[src/sem_pkg.sv]
// ---------------------------------------------------------------------------
// sem_pkg: shared types and constants of the Sobel edge magnitude block
// Holds configuration codes, field widths, controller states and the
// command/status bundles between controller and datapath.
// ---------------------------------------------------------------------------
package sem_pkg;

    // Default size limits of the frame.
    localparam int MAX_WIDTH_DEF  = 1024;
    localparam int MAX_HEIGHT_DEF = 4096;

    // Configuration register fields.
    localparam int CFG_W_BITS    = 11;
    localparam int CFG_H_BITS    = 13;
    localparam int CFG_DATA_BITS = 13;
    localparam int CFG_IDX_BITS  = 1;
    localparam logic [CFG_W_BITS-1:0] CFG_W_RESET = CFG_W_BITS'(640);
    localparam logic [CFG_H_BITS-1:0] CFG_H_RESET = CFG_H_BITS'(480);

    // Register indexes.
    localparam logic [CFG_IDX_BITS-1:0] CFG_IDX_WIDTH  = 1'b0;
    localparam logic [CFG_IDX_BITS-1:0] CFG_IDX_HEIGHT = 1'b1;

    // Pixel and arithmetic widths.
    localparam int CH_BITS   = 8;
    localparam int PIX_BITS  = 24;
    localparam int GRAD_BITS = 12;
    localparam int SUM_BITS  = 22;
    localparam int PROD_BITS = 16;

    // Input mode codes.
    localparam logic MODE_PIXEL = 1'b0;
    localparam logic MODE_DRAIN = 1'b1;

    typedef enum logic [3:0] {
        S_IDLE,
        S_PREP,
        S_CLAMP,
        S_DIV,
        S_READ,
        S_SHIFT,
        S_GRAD,
        S_SQR,
        S_ROOT,
        S_OUT
    } t_state;

    typedef struct packed {
        logic accept;
        logic prep;
        logic clamp;
        logic div_step;
        logic shift;
        logic grad;
        logic sqr;
        logic root_step;
        logic out_load;
    } t_cmd;

    typedef struct packed {
        logic div_done;
        logic skip;
        logic emit;
        logic root_done;
    } t_status;

endpackage

[src/sem_ctrl.sv]
// ---------------------------------------------------------------------------
// sem_ctrl: controller of the Sobel edge block
// Sequences geometry setup, position recovery and the per-beat work.
// ---------------------------------------------------------------------------
module sem_ctrl
    import sem_pkg::*;
(
    input  logic    i_clk,
    input  logic    i_rst_n,
    input  logic    i_cfg_we,
    input  logic    i_in_valid,
    output logic    o_in_ready,
    input  logic    i_out_ready,
    output logic    o_out_valid,
    input  t_status i_status,
    output t_cmd    o_cmd
);
    t_state r_state, n_state;
    logic   r_recalc, n_recalc;
    logic   r_out_valid, n_out_valid;

    // Next state. The geometry is recomputed only when a beat is offered, so
    // that a group of register writes takes effect as a whole.
    always_comb begin
        n_state = r_state;
        case (r_state)
            S_IDLE: begin
                if (i_in_valid) begin
                    n_state = r_recalc ? S_PREP : S_READ;
                end
            end
            S_PREP:  n_state = S_CLAMP;
            S_CLAMP: n_state = S_DIV;
            S_DIV: begin
                if (i_status.div_done) begin
                    n_state = S_IDLE;
                end
            end
            S_READ:  n_state = i_status.skip ? S_IDLE : S_SHIFT;
            S_SHIFT: n_state = i_status.emit ? S_GRAD : S_IDLE;
            S_GRAD:  n_state = S_SQR;
            S_SQR:   n_state = S_ROOT;
            S_ROOT: begin
                if (i_status.root_done) begin
                    n_state = S_OUT;
                end
            end
            S_OUT: begin
                if (!r_out_valid || i_out_ready) begin
                    n_state = S_IDLE;
                end
            end
            default: n_state = S_IDLE;
        endcase
    end

    // Commands to the datapath.
    always_comb begin
        o_cmd      = '0;
        o_in_ready = 1'b0;
        case (r_state)
            S_IDLE: begin
                o_in_ready   = !r_recalc;
                o_cmd.accept = !r_recalc && i_in_valid;
            end
            S_PREP:  o_cmd.prep = 1'b1;
            S_CLAMP: o_cmd.clamp = 1'b1;
            S_DIV:   o_cmd.div_step = !i_status.div_done;
            S_SHIFT: o_cmd.shift = 1'b1;
            S_GRAD:  o_cmd.grad = 1'b1;
            S_SQR:   o_cmd.sqr = 1'b1;
            S_ROOT:  o_cmd.root_step = !i_status.root_done;
            S_OUT:   o_cmd.out_load = !r_out_valid || i_out_ready;
            default: o_cmd = '0;
        endcase
    end

    // Geometry recompute request and output beat flag.
    always_comb begin
        n_recalc = r_recalc;
        if (r_state == S_PREP) begin
            n_recalc = 1'b0;
        end
        if (i_cfg_we) begin
            n_recalc = 1'b1;
        end
        n_out_valid = r_out_valid;
        if (o_cmd.out_load) begin
            n_out_valid = 1'b1;
        end else if (i_out_ready) begin
            n_out_valid = 1'b0;
        end
    end

    always_ff @(posedge i_clk) begin
        if (!i_rst_n) begin
            r_state     <= S_IDLE;
            r_recalc    <= 1'b1;
            r_out_valid <= 1'b0;
        end else begin
            r_state     <= n_state;
            r_recalc    <= n_recalc;
            r_out_valid <= n_out_valid;
        end
    end

    assign o_out_valid = r_out_valid;
endmodule

[config.mk]
export PLATFORM = sky130hd
export DESIGN_NAME = sem_ctrl
export DESIGN_NICKNAME = d
export VERILOG_FILES = /design/src/sem_pkg.sv /design/src/sem_ctrl.sv
export SDC_FILE = /design/constraint.sdc
export NUM_CORES = 1
export LEC_CHECK = 0
export BUFFER_PORTS_ARGS = -buffer_cell sky130_fd_sc_hd__buf_2
export CAP_MARGIN = 0
export CORE_AREA = 10 10 47 49
export CTS_CLUSTER_DIAMETER = 60
export DETAILED_ROUTE_END_ITERATION = 8
export DIE_AREA = 0 0 57 59
export GPL_TIMING_DRIVEN = 0
export PLACE_DENSITY = 0.61
export SLEW_MARGIN = 20
export SYNTH_ARGS = -nofsm -noshare
export SYNTH_HDL_FRONTEND = slang
export SYNTH_SLANG_ARGS = --single-unit
[constraint.sdc]
create_clock -name i_clk -period 1.6 [get_ports i_clk]
set_input_delay 0.16 -clock i_clk [delete_from_list [all_inputs] [get_ports i_clk]]
set_output_delay 0.16 -clock i_clk [all_outputs]
set_load 0.01 [all_outputs]
==> results.sh <==
export IMPL_ys_seq_area_share_pct=26.4
export IMPL_period_minus_slack_ns=1.55
export IMPL_cts_sinks=6
export IMPL_min_path_cells=3
export IMPL_synth_top_area_share_pct=26.4
export IMPL_min_from="i_cfg_we"
export IMPL_area_growth_pct=42.7
export IMPL_drtIter0Drc=1
export IMPL_cp_cell_sequence="or4b_4 > nor2_4 > buf_6"
export IMPL_p_per_area_nw_per_um2=1150
export IMPL_core_sq_um=1400
export IMPL_reg2reg_depth=4
export IMPL_start_util_pct=32.4
export IMPL_dieArea_sq_um=3360
export IMPL_port_buffers=19
export IMPL_timing_hold_ws_ns=0.120
export IMPL_status="complete, no violations"
export IMPL_die_h_um=59
export IMPL_rows=14
export IMPL_grt_pass1_wl_um=2150
export IMPL_drc=0
export IMPL_cp_start_kind="register"
export IMPL_yosys_warnings=0
export IMPL_synth_area_leaders="dfxtp_1 (26%), mux2i_1 (6.6%), nor3_1 (6.6%), o21ai_0 (6.6%), buf_4 (5.0%)"
export IMPL_rsz0062_at_grt="true"
export IMPL_postSynthCellCount=58
export IMPL_arrival_ns=1.39
export IMPL_grt_usage_pct=7.83
export IMPL_grt_pass1_vias=489
export IMPL_slew_headroom_pct=83.0
export IMPL_p_seq_share_pct=28.6
export IMPL_p_leak_nw=0.293
export IMPL_drt_pass1_iter_count=3
export IMPL_cts_root_buffer="clkbuf_4"
export IMPL_drv_slew=0
export IMPL_max_stage_delay_ns=0.56
export IMPL_ioPinCount=20
export IMPL_r2r_slack_ns=0.27
export IMPL_critPathSlowestCell="or4b_4"
export IMPL_vias_per_cell=5.17
export IMPL_min_to="r_recalc$_SDFFE_PP1P_"
export IMPL_gp_congestion=0.846
export IMPL_clk_pin_slew_ns=0.06
export IMPL_syn_area_per_cell_sq_um=7.83
export IMPL_design_area_sq_um=648
export IMPL_clkLatencyLatePin_ns=0.26
export IMPL_vias=496
export IMPL_fillers=159
export IMPL_cap_violations=0
export IMPL_tightest_slew_ns=0.255
export IMPL_wire_per_inst_um=14.0
export IMPL_power_share_switching_pct=41.1
export IMPL_fin_crit_sh_pct=97.1
export IMPL_internal_power_mw=0.439
export IMPL_placed_area_sq_um=569
export IMPL_die_w_um=57
export IMPL_syn_nets=67
export IMPL_worst_setup_path_type="register to output pin"
export IMPL_crit_path_start="r_state[1]$_SDFFE_PN0P_"
export IMPL_synthesis_area_sq_um=454
export IMPL_hpwlAfterDp_um=1050
export IMPL_drt_wl_total_um=1350
export IMPL_p_sw_mw=0.306
export IMPL_postCtsSetupRepairBufs=0
export IMPL_clockBufferDepth=2
export IMPL_fmax_mhz=643
export IMPL_setup_viol=0
export IMPL_p_clk_share_pct=20.2
export IMPL_reg2reg_to="r_state[0]$_SDFFE_PN0P_"
export IMPL_cts_tree="done"
export IMPL_hold_path_class="primary input to register"
export IMPL_antenna_found_initial=0
export IMPL_ys_types=28
export IMPL_yosysTopAreaCell="dfxtp_1"
export IMPL_h_tree_depth=1
export IMPL_r2r_start="r_state[1]$_SDFFE_PN0P_"
export IMPL_fin_skew_ns=0.0109
export IMPL_comb_power_share_pct=51.1
export IMPL_dp_cells=93
export IMPL_nets=91
export IMPL_drive_gt1_share_pct=51.2
export IMPL_stdcell_count=96
export IMPL_grt_overflow=0
export IMPL_peakVddDrop_mv=0.529
export IMPL_hold_viol=0
export IMPL_ant_nets=0
export IMPL_endpoint_kind="output pin"
export IMPL_critPathRequiredTime_ns=1.44
export IMPL_num_antenna_cells=0
export IMPL_crit_fanout=5
export IMPL_ys_seq_elements=6
export IMPL_grt_max_degree=11
export IMPL_numCtsBuffers=3
-- cell type report --
cell class	instances	area, sq um	area share, %
plain buffers	4	37.5	5.79
repair buffers	19	101	15.6
flip-flops and latches	6	126	19.5
clock buffers	3	22.5	3.47
well taps	16	20.0	3.09
multi-input cells	44	325	50.2
inverters	4	15.0	2.32
-- layout by cell type (no fill, tap or decap), types with 2 or more instances in the layout --
master     n
buf_2     18
o21ai_0    6
nand2_1    5
inv_1      4
nor3_1     4
nor2_1     4
buf_6      3
mux2i_1    3
clkbuf_4   3
dfxtp_1    3
buf_4      2
nor3_2     2
and3_1     2
dfxtp_2    2
-- critical path, delay by kind of cell (launching register included) --
family / cells / cell delay [ns]
buf+inv: 1 / 0.11
simple gates: 2 / 0.68
flops: 1 / 0.35
-- routing by layer --
metal / routed length [um] / up-vias / global-route usage (%) / share of wire, %
li1: - / 255 / - / -
met1: 491 / 228 / 7.63 / 36
met2: 754 / 10 / 14.0 / 56
met3: 82 / 3 / 3.86 / 6.1
met4: 17 / 0 / 3.02 / 1.3
met5: 0 / - / 0 / 0
-- sequential cells by signal, indices dropped and copies added, names as in the netlist --
name	cells
r_state	4
o_out_valid	1
r_recalc	1
-- worst max path at each step --
stage,to,slack [ns],cells after the start
3_5_place_dp,r_state[0]$_SDFFE_PN0P_,0.21,4
4_1_cts,o_cmd[0],-0.0007,5
6_report,o_cmd[1],0.05,3
2_1_floorplan,r_state[0]$_SDFFE_PN0P_,0.27,4
5_1_grt,o_cmd[0],-0.03,5
3_3_place_gp,o_cmd[1],0.23,3
-- what timing repair did --
action	CTS	global route
hold buffers	0	0
cloned	0	0
resized for setup	5	8
endpoints found under the setup margin	3	4
-- power groups by stage --
stage          logic, mW  registers, mW  clock network [mW]
3_5_place_dp       0.337          0.209                   0
4_1_cts            0.346          0.211               0.154
5_1_grt            0.422          0.215               0.163
2_1_floorplan      0.254          0.199                   0
6_report           0.381          0.213               0.151
3_3_place_gp       0.335          0.210                   0
-- cell families (layout without fill, tap and decap cells) --
logic type	Yosys count	in the layout	synth area share (%)
AO/OA/AOI/OAI	14	14	21.5
buffers and inverters	8	30	10.7
flip-flops	6	6	26.4
AND/OR/NAND/NOR	27	27	34.7
multiplexers	3	3	6.61
-- cell usage after synthesis --
master / number
dfxtp_1: 6
nor3_1: 6
o21ai_0: 6
nand2_1: 5
inv_1: 4
nor2_1: 4
buf_4: 3
mux2i_1: 3
and3_1: 2
a21bo_2: 1
a21oi_1: 1
a221oi_2: 1
a22oi_1: 1
a32oi_1: 1
and2_1: 1
and2b_2: 1
buf_6: 1
nand2b_2: 1
nor2_2: 1
nor2b_1: 1
nor3_2: 1
nor4_1: 1
o2111ai_1: 1
o21a_1: 1
o21ai_1: 1
or2b_4: 1
or3_2: 1
or4b_1: 1
-- through the flow --
stage	setup slack (ns)	power [mW]	setup TNS (ns)	utilization, %
6_report	0.0458	0.745	0	46.3
5_1_grt	-0.0318	0.800	-0.0417	46.3
4_1_cts	-0.000750	0.711	-0.000750	43.4
3_5_place_dp	0.208	0.547	0	40.6
3_3_place_gp	0.232	0.545	0	40.6
2_1_floorplan	0.268	0.453	0	-
No activity file was read; power rests on OpenSTA's default activity.
